--- src/rtl/core/olb_pkg.sv ---
// types and constants shared by the ordered list buffer modules
`timescale 1ns / 1ps
`default_nettype none

package olb_pkg;

  localparam int WordW = 32;
  // position width, covers a fill of up to 127 entries
  localparam int PosW  = 7;

  localparam logic [2:0] CMD_APPEND  = 3'd0;
  localparam logic [2:0] CMD_INSERT  = 3'd1;
  localparam logic [2:0] CMD_DELETE  = 3'd2;
  localparam logic [2:0] CMD_MAXIMUM = 3'd3;
  localparam logic [2:0] CMD_REVERSE = 3'd4;
  localparam logic [2:0] CMD_READ    = 3'd5;

  typedef enum logic [1:0] {
    STATUS_OK    = 2'd0,
    STATUS_FULL  = 2'd1,
    STATUS_EMPTY = 2'd2,
    STATUS_RANGE = 2'd3
  } status_e;

  typedef enum logic [1:0] {
    S_IDLE,
    S_MAX,
    S_REV
  } state_e;

  typedef enum logic [2:0] {
    OP_HOLD,
    OP_APPEND,
    OP_INSERT,
    OP_DELETE,
    OP_ROTATE,
    OP_SWAP
  } cell_op_e;

  typedef struct packed {
    logic [2:0]              cmd;
    logic [2:0]              index;
    logic signed [WordW-1:0] value;
  } olb_req_t;

  typedef struct packed {
    status_e                 status;
    logic signed [WordW-1:0] data;
    logic [3:0]              count;
  } olb_rsp_t;

  typedef struct packed {
    cell_op_e          op;
    logic [PosW-1:0]   idx;
    logic [PosW-1:0]   fill;
    logic              parity;
    logic [WordW-1:0]  value;
  } cell_ctrl_t;

endpackage

`default_nettype wire

--- src/rtl/core/ordered_list_buffer_core.sv ---
// top level of the ordered list buffer: control and the row of cells
`timescale 1ns / 1ps
`default_nettype none

// A command is taken as one transaction when start is high and busy is low. Append,
// insert, delete and read give the result on rsp_o with done_o high in the cycle
// after the command is taken, and busy stays low. Maximum on a list of n entries
// rotates the row through cell 0 once, keeping busy high meanwhile; the result
// follows in the cycle after the last rotation step. Reverse on n entries runs n rounds
// of neighbor swaps along the row with busy high. An empty maximum and a reverse on at
// most one entry answer as append does. Each result is shown for one cycle only and
// cannot be held off, and a new command may be taken in that same cycle.
module ordered_list_buffer_core #(
  parameter int CAPACITY = 8
) (
  input  wire logic              clk_i,
  input  wire logic              rst_ni,
  input  wire logic              start,
  output logic                   busy,
  input  wire olb_pkg::olb_req_t req_i,
  output logic                   done_o,
  output olb_pkg::olb_rsp_t      rsp_o
);
  import olb_pkg::*;

  localparam int              FillW = $clog2(CAPACITY + 1);
  localparam int              IdxW  = (CAPACITY > 1) ? $clog2(CAPACITY) : 1;
  localparam int              NRead = (CAPACITY < 8) ? CAPACITY : 8;
  localparam logic [PosW-1:0] CapL  = PosW'(CAPACITY);

  state_e                  state_q, state_d;
  logic [FillW-1:0]        fill_q, fill_d;
  logic [FillW-1:0]        step_q, step_d;
  logic signed [WordW-1:0] max_q, max_d;
  logic                    done_q, done_d;
  olb_rsp_t                rsp_q, rsp_d;

  cell_ctrl_t              ctrl;
  logic [WordW-1:0]        word [CAPACITY];
  logic [WordW-1:0]        rd_word;
  logic signed [WordW-1:0] max_cur;
  logic [PosW-1:0]         fill_ext;
  logic [PosW-1:0]         idx_ext;
  logic                    accept;
  logic                    last_step;

  assign fill_ext  = PosW'(fill_q);
  assign idx_ext   = PosW'(req_i.index);
  assign accept    = start && (state_q == S_IDLE);
  assign last_step = (step_q == fill_q - FillW'(1));

  always_comb begin
    rd_word = '0;
    for (int k = 0; k < NRead; k++) begin
      if (req_i.index == 3'(k)) rd_word = word[IdxW'(k)];
    end
  end

  assign max_cur = ($signed(word[0]) > max_q) ? $signed(word[0]) : max_q;

  // row of cells
  for (genvar g = 0; g < CAPACITY; g++) begin : g_cell
    logic [WordW-1:0] left_w, right_w;
    if (g == 0) begin : g_first
      assign left_w = word[g];
    end else begin : g_inner_l
      assign left_w = word[g-1];
    end
    if (g == CAPACITY - 1) begin : g_last
      assign right_w = word[g];
    end else begin : g_inner_r
      assign right_w = word[g+1];
    end
    olb_cell #(
      .POS(g)
    ) u_cell (
      .clk_i  (clk_i),
      .ctrl_i (ctrl),
      .left_i (left_w),
      .right_i(right_w),
      .head_i (word[0]),
      .word_o (word[g])
    );
  end

  // next state
  always_comb begin
    state_d = state_q;
    case (state_q)
      S_IDLE: begin
        if (accept && req_i.cmd == CMD_MAXIMUM && fill_q != '0) begin
          state_d = S_MAX;
        end else if (accept && req_i.cmd == CMD_REVERSE && fill_ext > PosW'(1)) begin
          state_d = S_REV;
        end
      end
      S_MAX: begin
        if (last_step) state_d = S_IDLE;
      end
      S_REV: begin
        if (last_step) state_d = S_IDLE;
      end
      default: state_d = S_IDLE;
    endcase
  end

  // datapath and outputs
  always_comb begin
    ctrl.op     = OP_HOLD;
    ctrl.idx    = idx_ext;
    ctrl.fill   = fill_ext;
    ctrl.parity = step_q[0];
    ctrl.value  = req_i.value;
    fill_d      = fill_q;
    step_d      = step_q;
    max_d       = max_q;
    done_d      = 1'b0;
    rsp_d.status = STATUS_OK;
    rsp_d.data   = '0;
    case (state_q)
      S_IDLE: begin
        if (accept) begin
          done_d = 1'b1;
          case (req_i.cmd)
            CMD_APPEND: begin
              if (fill_ext >= CapL) begin
                rsp_d.status = STATUS_FULL;
              end else begin
                ctrl.op = OP_APPEND;
                fill_d  = fill_q + FillW'(1);
              end
            end
            CMD_INSERT: begin
              if (fill_ext >= CapL) begin
                rsp_d.status = STATUS_FULL;
              end else if (idx_ext > fill_ext) begin
                rsp_d.status = STATUS_RANGE;
              end else begin
                ctrl.op = OP_INSERT;
                fill_d  = fill_q + FillW'(1);
              end
            end
            CMD_DELETE: begin
              if (fill_q == '0) begin
                rsp_d.status = STATUS_EMPTY;
                rsp_d.data   = '1;
              end else if (idx_ext >= fill_ext) begin
                rsp_d.status = STATUS_RANGE;
              end else begin
                rsp_d.data = rd_word;
                ctrl.op    = OP_DELETE;
                fill_d     = fill_q - FillW'(1);
              end
            end
            CMD_MAXIMUM: begin
              if (fill_q != '0) begin
                done_d = 1'b0;
                max_d  = '0;
                step_d = '0;
              end
            end
            CMD_REVERSE: begin
              if (fill_ext > PosW'(1)) begin
                done_d = 1'b0;
                step_d = '0;
              end
            end
            CMD_READ: begin
              if (fill_q == '0) begin
                rsp_d.status = STATUS_EMPTY;
              end else if (idx_ext >= fill_ext) begin
                rsp_d.status = STATUS_RANGE;
              end else begin
                rsp_d.data = rd_word;
              end
            end
            default: done_d = 1'b1;
          endcase
        end
      end
      S_MAX: begin
        ctrl.op = OP_ROTATE;
        max_d   = max_cur;
        step_d  = step_q + FillW'(1);
        if (last_step) begin
          done_d     = 1'b1;
          rsp_d.data = max_cur;
        end
      end
      S_REV: begin
        ctrl.op = OP_SWAP;
        step_d  = step_q + FillW'(1);
        if (last_step) done_d = 1'b1;
      end
      default: ctrl.op = OP_HOLD;
    endcase
    rsp_d.count = 4'(fill_d);
  end

  always_ff @(posedge clk_i or negedge rst_ni) begin
    if (!rst_ni) begin
      state_q <= S_IDLE;
      fill_q  <= '0;
      done_q  <= 1'b0;
    end else begin
      state_q <= state_d;
      fill_q  <= fill_d;
      done_q  <= done_d;
    end
  end

  always_ff @(posedge clk_i) begin
    step_q <= step_d;
    max_q  <= max_d;
    rsp_q  <= rsp_d;
  end

  assign busy   = (state_q != S_IDLE);
  assign done_o = done_q;
  assign rsp_o  = rsp_q;

  a_fill_bound: assert property (@(posedge clk_i) disable iff (!rst_ni)
    fill_ext <= CapL)
    else $error("fill above capacity");

  a_fill_held: assert property (@(posedge clk_i) disable iff (!rst_ni)
    (state_q != S_IDLE) |=> $stable(fill_q))
    else $error("fill changed during a multi-cycle command");

  a_step_bound: assert property (@(posedge clk_i) disable iff (!rst_ni)
    (state_q != S_IDLE) |-> (step_q < fill_q))
    else $error("step counter past fill");

  a_single_done: assert property (@(posedge clk_i) disable iff (!rst_ni)
    (start && !busy && req_i.cmd != CMD_MAXIMUM && req_i.cmd != CMD_REVERSE)
      |=> done_o)
    else $error("single-cycle command gave no result");

  a_done_idle: assert property (@(posedge clk_i) disable iff (!rst_ni)
    done_o |-> !busy)
    else $error("result shown while busy");

endmodule

`default_nettype wire

--- src/rtl/core/olb_cell.sv ---
// one storage cell of the list row
`timescale 1ns / 1ps
`default_nettype none

module olb_cell #(
  parameter int POS = 0
) (
  input  wire logic                        clk_i,
  input  wire olb_pkg::cell_ctrl_t         ctrl_i,
  input  wire logic [olb_pkg::WordW-1:0]   left_i,
  input  wire logic [olb_pkg::WordW-1:0]   right_i,
  input  wire logic [olb_pkg::WordW-1:0]   head_i,
  output logic      [olb_pkg::WordW-1:0]   word_o
);
  import olb_pkg::*;

  localparam logic [PosW-1:0] PosL = PosW'(POS);
  localparam logic [PosW-1:0] PosN = PosW'(POS + 1);

  logic [WordW-1:0] word_q, word_d;

  always_comb begin
    word_d = word_q;
    case (ctrl_i.op)
      OP_APPEND: begin
        if (ctrl_i.fill == PosL) word_d = ctrl_i.value;
      end
      OP_INSERT: begin
        if (ctrl_i.idx == PosL) begin
          word_d = ctrl_i.value;
        end else if (ctrl_i.idx < PosL && PosL <= ctrl_i.fill) begin
          word_d = left_i;
        end
      end
      OP_DELETE: begin
        if (ctrl_i.idx <= PosL && PosN < ctrl_i.fill) word_d = right_i;
      end
      OP_ROTATE: begin
        if (PosN < ctrl_i.fill) begin
          word_d = right_i;
        end else if (PosN == ctrl_i.fill) begin
          word_d = head_i;
        end
      end
      OP_SWAP: begin
        // left member of a pair takes its right neighbor, right member its left
        if (PosL[0] == ctrl_i.parity) begin
          if (PosN < ctrl_i.fill) word_d = right_i;
        end else if (PosL != '0 && PosL < ctrl_i.fill) begin
          word_d = left_i;
        end
      end
      default: word_d = word_q;
    endcase
  end

  always_ff @(posedge clk_i) begin
    word_q <= word_d;
  end

  assign word_o = word_q;

endmodule

`default_nettype wire
--- config.mk ---
export PLATFORM = sky130hd
export DESIGN_NAME = ordered_list_buffer_core
export DESIGN_NICKNAME = d
export VERILOG_FILES = /design/src/rtl/core/olb_pkg.sv /design/src/rtl/core/ordered_list_buffer_core.sv /design/src/rtl/core/olb_cell.sv
export SDC_FILE = /design/constraint.sdc
export NUM_CORES = 1
export LEC_CHECK = 0
export ABC_AREA = 1
export BUFFER_PORTS_ARGS = -buffer_cell sky130_fd_sc_hd__buf_2
export CAP_MARGIN = 40
export CORE_MARGIN = 8
export CORE_UTILIZATION = 30
export DETAILED_ROUTE_END_ITERATION = 10
export PLACE_DENSITY = 0.47
export SLEW_MARGIN = 25
export SYNTH_ARGS = -nofsm -noshare
export SYNTH_HDL_FRONTEND = slang
export SYNTH_HIERARCHICAL = 1
export SYNTH_SLANG_ARGS = --single-unit
--- constraint.sdc ---
create_clock -name clk_i -period 7.4 [get_ports clk_i]
set_input_delay 0.37 -clock clk_i [delete_from_list [all_inputs] [get_ports clk_i]]
set_output_delay 0.37 -clock clk_i [all_outputs]
set_load 0.02 [all_outputs]
Word-level counts from Yosys, hierarchy flattened
Cells that the tools add are included. Widths: inputs -> output; s select.

Bits in registers: 337. Word-level logic and storage cells: 310. Input port bits: 41.

Multiplexer cells: 131. $add $sub $neg: 3. Magnitude comparators: 34. Eq/ne operators: 82. Reductions and logical operators: 44.

Operators with widths (count): $mux 32 (82); $pmux 32 s5 (7); $pmux 32 s2 (3); $pmux 32 s4 (1); $reduce_and 7->1 (7); $ne 3x1->1 const B (15); $ne 2x1->1 const B (21); $mux 4 (10); $mux 34 (1); $gt 32x32->1 (1); $ne 3x2->1 const B (9); $eq 3x3->1 const B (8); $mux 2 (11); $logic_and 1x1->1 (19); $eq 3x2->1 const B (6); $pmux 3 s3 (2); $eq 3x4->1 const A (4); $eq 4x3->1 const B (4); $le 3x4->1 const A (4); $lt 3x4->1 const A (4); $pmux 4 s2 (2); $logic_not 7->1 (2); $lt 3x3->1 const B (4); $pmux 4 s3 (1); 40 further kinds (66).

Logic depth before layout (Yosys ltp)
Depth after elaboration: 14. Mapped depth: 20.

By module
The synthesis kept the hierarchy.

Modules (own cells, without submodules): ordered_list_buffer_core (times used 1, cells each 847, area an instance 5933.2 sq um); olb_cell at g_cell[1].u_cell (times used 1, cells each 678, area an instance 3856.2 sq um); olb_cell at g_cell[2].u_cell (times used 1, cells each 722, area an instance 3853.7 sq um); olb_cell at g_cell[7].u_cell (times used 1, cells each 665, area an instance 3829.9 sq um); olb_cell at g_cell[3].u_cell (times used 1, cells each 606, area an instance 3817.4 sq um); olb_cell at g_cell[5].u_cell (times used 1, cells each 611, area an instance 3671.0 sq um); olb_cell at g_cell[6].u_cell (times used 1, cells each 389, area an instance 2652.5 sq um); olb_cell at g_cell[0].u_cell (times used 1, cells each 315, area an instance 2572.5 sq um); olb_cell at g_cell[4].u_cell (times used 1, cells each 270, area an instance 2019.4 sq um).

Worst setup path after synthesis
No wires, ideal clock.

Path kind: register to register. Start point: reg state_q[1]. End point: reg g_cell[6].u_cell.word_q[0] (enable). Arrival: 6.176 ns. Path buffers: 0. Stages on the path, launching flop included: 9. Clock period less this slack: 6.597 ns. Setup slack: 0.803 ns. Cell sequence: dfrtp_1 inv_1 o21ai_0 o21ai_0 nand2_1 nand2_1 nand2_1 nand2_1 nor2_1.

RTL lines: start, declared (line ordered_list_buffer_core.sv:31) `state_e state_q, state_d;`; start signal, assigned (line ordered_list_buffer_core.sv:206) `state_q <= state_d;`; end signal, assigned (line olb_cell.sv:58) `word_q <= word_d;`; end, declared (line olb_cell.sv:20) `logic [WordW-1:0] word_q, word_d;`.

==> impl_metrics.env <==
export IMPL_status="finished, final reports clean"
export IMPL_final_setup_tns_ns=0
export IMPL_die_area_um2=118000
export IMPL_nNetsFinal=5194
export IMPL_pwr_share_comb=0.571
export IMPL_yosysWarnings=6
export IMPL_cts_resized_gates=0
export IMPL_ant_nets=0
export IMPL_post_cts_buffers=0
export IMPL_synth_edf_count=292
export IMPL_routedWlPerCell_um=21.3
export IMPL_required_ns=7.92
export IMPL_power_density_nw_per_um2=484
export IMPL_fin_crit_sh=0.687
export IMPL_power_internal_mw=8.20
export IMPL_r2r_end="g_cell[0].u_cell/word_o[15]$_DFFE_PP_"
export IMPL_post_route_min_period_ns=5.08
export IMPL_hold_class="input pin to flop"
export IMPL_row_count=120
export IMPL_ir_drop_mv=0.265
export IMPL_power_switching_mw=9.19
export IMPL_netlist_area_um2=32200
export IMPL_cts_max_level=2
export IMPL_ff2ff_setup_slack_ns=2.32
export IMPL_grt_use_total=0.228
export IMPL_viasPerCell=5.17
export IMPL_rsz0062_at_grt="false"
export IMPL_place_inst=6456
export IMPL_whs_path_depth=3
export IMPL_grt_pass1_vias=31400
export IMPL_clock_latency_ns=0.65
export IMPL_pwr_share_seq=0.295
export IMPL_numCtsBuffers=47
export IMPL_cap_violations=0
export IMPL_worst_slew_pin_slew_ns=0.806
export IMPL_p_leak_nw=16.8
export IMPL_r2r_start="fill_q[2]$_DFF_PN0_"
export IMPL_ys_flop_type="edfxtp_1"
export IMPL_async_flop_share=0.0208
export IMPL_filler_cell_count=11600
export IMPL_clockRootBuffer="clkbuf_16"
export IMPL_io_pins=81
export IMPL_cts_tree="yes"
export IMPL_clkTransAtPathRegs_ns=0.06
export IMPL_arrival_ns=5.60
export IMPL_gp_congestion=0.847
export IMPL_holdPathEnd="rsp_o[36]$_SDFF_PN0_"
export IMPL_syn_inst=5103
export IMPL_area_growth_pct=11.5
export IMPL_min_from="start"
export IMPL_slew_headroom=0.462
export IMPL_start_util=0.302
export IMPL_finalClockSkew_ns=0.0336
export IMPL_die_x_um=344
export IMPL_grt_pass1_wl_um=207000
export IMPL_drtPass1Iterations=6
export IMPL_grt_max_degree=70
export IMPL_grt_overflow_total=0
export IMPL_cp_start_kind="flop"
export IMPL_drtIter0Drc=3170
export IMPL_final_cells=6552
export IMPL_finalWirelength_um=139000
export IMPL_antenna_found_initial=9
export IMPL_hold_viol=0
export IMPL_path_max_fanout=39
export IMPL_cts_path_max_buffers=3
export IMPL_die_y_um=344
export IMPL_maxSlewViolCount=0
export IMPL_drive_above_1_share=0.0980
export IMPL_synth_distinct_cells=53
export IMPL_drc=0
export IMPL_clockPowerShare=0.134
export IMPL_max_freq_mhz=197
export IMPL_cp_end_kind="flop"
export IMPL_avgSynthCellArea_um2=6.31
export IMPL_setup_viol=0
export IMPL_ys_ff_latch=337
export IMPL_fp_coreArea_um2=107000
export IMPL_num_vias=33900
export IMPL_r2r_cells=18
export IMPL_port_buffers=80
export IMPL_cts_sinks=337
export IMPL_worstSetupPathType="flop to flop"
export IMPL_ys_seq_area_frac=0.301
export IMPL_hpwl_um=95800
export IMPL_p_sw_frac=0.529
per-stage QoR:
step                utilization  power (mW)  hold WS [ns]  cell area (um2)  setup WS [ns]
finish                    0.336        17.4        0.0435            35900           2.32
CTS                       0.335        17.3       0.00282            35700           2.30
global placement          0.318        14.5         0.239            33900           2.24
global route              0.336        18.7        0.0608            35900           1.99
detailed placement        0.320        14.9         0.239            34200           2.35
floorplan                     -        11.3        0.0744            32500          0.803
power groups by stage:
stage	Sequential, mW	Clock [mW]	Combinational [mW]
after CTS	5.15	2.39	9.72
after global routing	5.21	2.44	11.0
after floorplan	4.58	0	6.77
final	5.12	2.33	9.94
after global placement	5.21	0	9.33
after detailed placement	5.17	0	9.68
how the worst max path moves through the flow:
stage                                                        to              startpoint  cells past startpoint  slack, ns
after floorplan            g_cell[6].u_cell/word_o[0]$_DFFE_PP_  state_q[1]$_DFFE_PN0P_                      8       0.80
after global placement    g_cell[7].u_cell/word_o[23]$_DFFE_PP_     fill_q[2]$_DFF_PN0_                     17       2.24
after detailed placement  g_cell[3].u_cell/word_o[16]$_DFFE_PP_     fill_q[2]$_DFF_PN0_                     18       2.35
after CTS                 g_cell[3].u_cell/word_o[16]$_DFFE_PP_     fill_q[2]$_DFF_PN0_                     18       2.30
after global routing       g_cell[7].u_cell/word_o[4]$_DFFE_PP_     fill_q[2]$_DFF_PN0_                     18       1.99
final                     g_cell[0].u_cell/word_o[15]$_DFFE_PP_     fill_q[2]$_DFF_PN0_                     18       2.32
flip-flops by register name (all words and copies together), names as in the netlist:
register and count:
done_o 1, step_q 4, max_q 32, rsp_o 38, state_q 2, g_cell.u_cell/word_o 256, fill_q 4
critical path, stage by stage, from the launching register on:
cell     delay (ns)
dfrtp_1        0.32
buf_4          0.29
nor2_1         0.12
nand2_1        0.07
buf_4          0.42
inv_1          0.51
nor2_1         0.35
nand2_1        0.15
nand2_1        0.09
nand3_1        0.11
o21ai_4        0.08
buf_4          0.54
inv_2          0.09
nand3_4        0.47
nand3_4        0.61
buf_12         0.40
nor2_1         0.11
a21oi_1        0.05
nand2_1        0.10
synth_stat cells, types with 7 or more instances:
| cell type | count | area, um2 |
|---|---|---|
| nand2_1 | 1662 | 6240 |
| inv_1 | 780 | 2930 |
| nand3_1 | 649 | 3250 |
| edfxtp_1 | 292 | 8770 |
| nand4_1 | 275 | 1720 |
| o21ai_0 | 263 | 1320 |
| nor2_1 | 216 | 811 |
| buf_2 | 141 | 706 |
| clkbuf_1 | 123 | 462 |
| o21ai_1 | 71 | 355 |
| a21oi_1 | 67 | 335 |
| nand3b_1 | 66 | 495 |
| o21bai_1 | 66 | 495 |
| ha_1 | 42 | 526 |
| dfxtp_1 | 38 | 761 |
| or2_2 | 34 | 213 |
| a21oi_2 | 33 | 289 |
| nor2_4 | 33 | 372 |
| inv_2 | 32 | 120 |
| nand4_2 | 30 | 375 |
| a31oi_1 | 26 | 163 |
| buf_6 | 21 | 236 |
| nor2_2 | 17 | 106 |
| nand2_2 | 14 | 87.6 |
| o211ai_1 | 13 | 97.6 |
| buf_4 | 12 | 90.1 |
| buf_1 | 11 | 41.3 |
| nor3_2 | 8 | 80.1 |
| dfrtp_1 | 7 | 175 |
| xor2_1 | 7 | 61.3 |
placed cells by master, fill, tap and decap left out, types with 6 or more instances in the layout:
cell	n
a21oi_1	66
a21oi_2	31
a31oi_1	26
buf_12	10
buf_16	9
buf_2	80
buf_4	90
clkbuf_1	11
clkbuf_16	51
clkinv_2	9
conb_1	82
dfrtp_1	7
dfxtp_1	38
edfxtp_1	292
ha_1	41
inv_1	779
inv_2	32
nand2_1	1660
nand2_2	16
nand3_1	649
nand3_2	6
nand3b_1	66
nand4_1	275
nand4_2	30
nor2_1	201
nor2_2	21
nor2_4	44
nor3_4	10
o211ai_1	13
o21ai_0	262
o21ai_1	71
o21bai_1	66
or2_2	34
xor2_1	7
metal layers:
metal / share of wire / up-vias / track usage
met2: 0.46 / 1336 / 0.376
li1: - / 16500 / -
met1: 0.43 / 15800 / 0.306
met3: 0.065 / 269 / 0.0235
met4: 0.038 / 0 / 0.0846
met5: 0 / - / 0
cells by family after synthesis:
family                   synth area share
AND/OR/NAND/NOR                     0.436
AO/OA/AOI/OAI                      0.0981
XOR/XNOR                          0.00326
buffers and inverters               0.145
multiplexers                     0.000311
other                            0.000116
adder cells (fa/ha/maj)            0.0163
flip-flops                          0.301
layout make-up:
class | instances | area (um2) | share of cell area
Multi-Input combinational cell | 3721 | 18300 | 0.511
Sequential cell | 337 | 9700 | 0.270
Inverter | 813 | 3050 | 0.0850
Tap cell | 1403 | 1760 | 0.0489
Timing Repair Buffer | 191 | 1550 | 0.0430
Clock buffer | 64 | 1350 | 0.0374
Clock inverter | 19 | 163 | 0.00453
Antenna cell | 4 | 10.0 | 0.000279
repair_timing:
action                     CTS  global route
hold endpoints to repair     7             0
hold buffers                 1             0
setup endpoints to repair    0             0
Power figures use the tool's default switching activity.
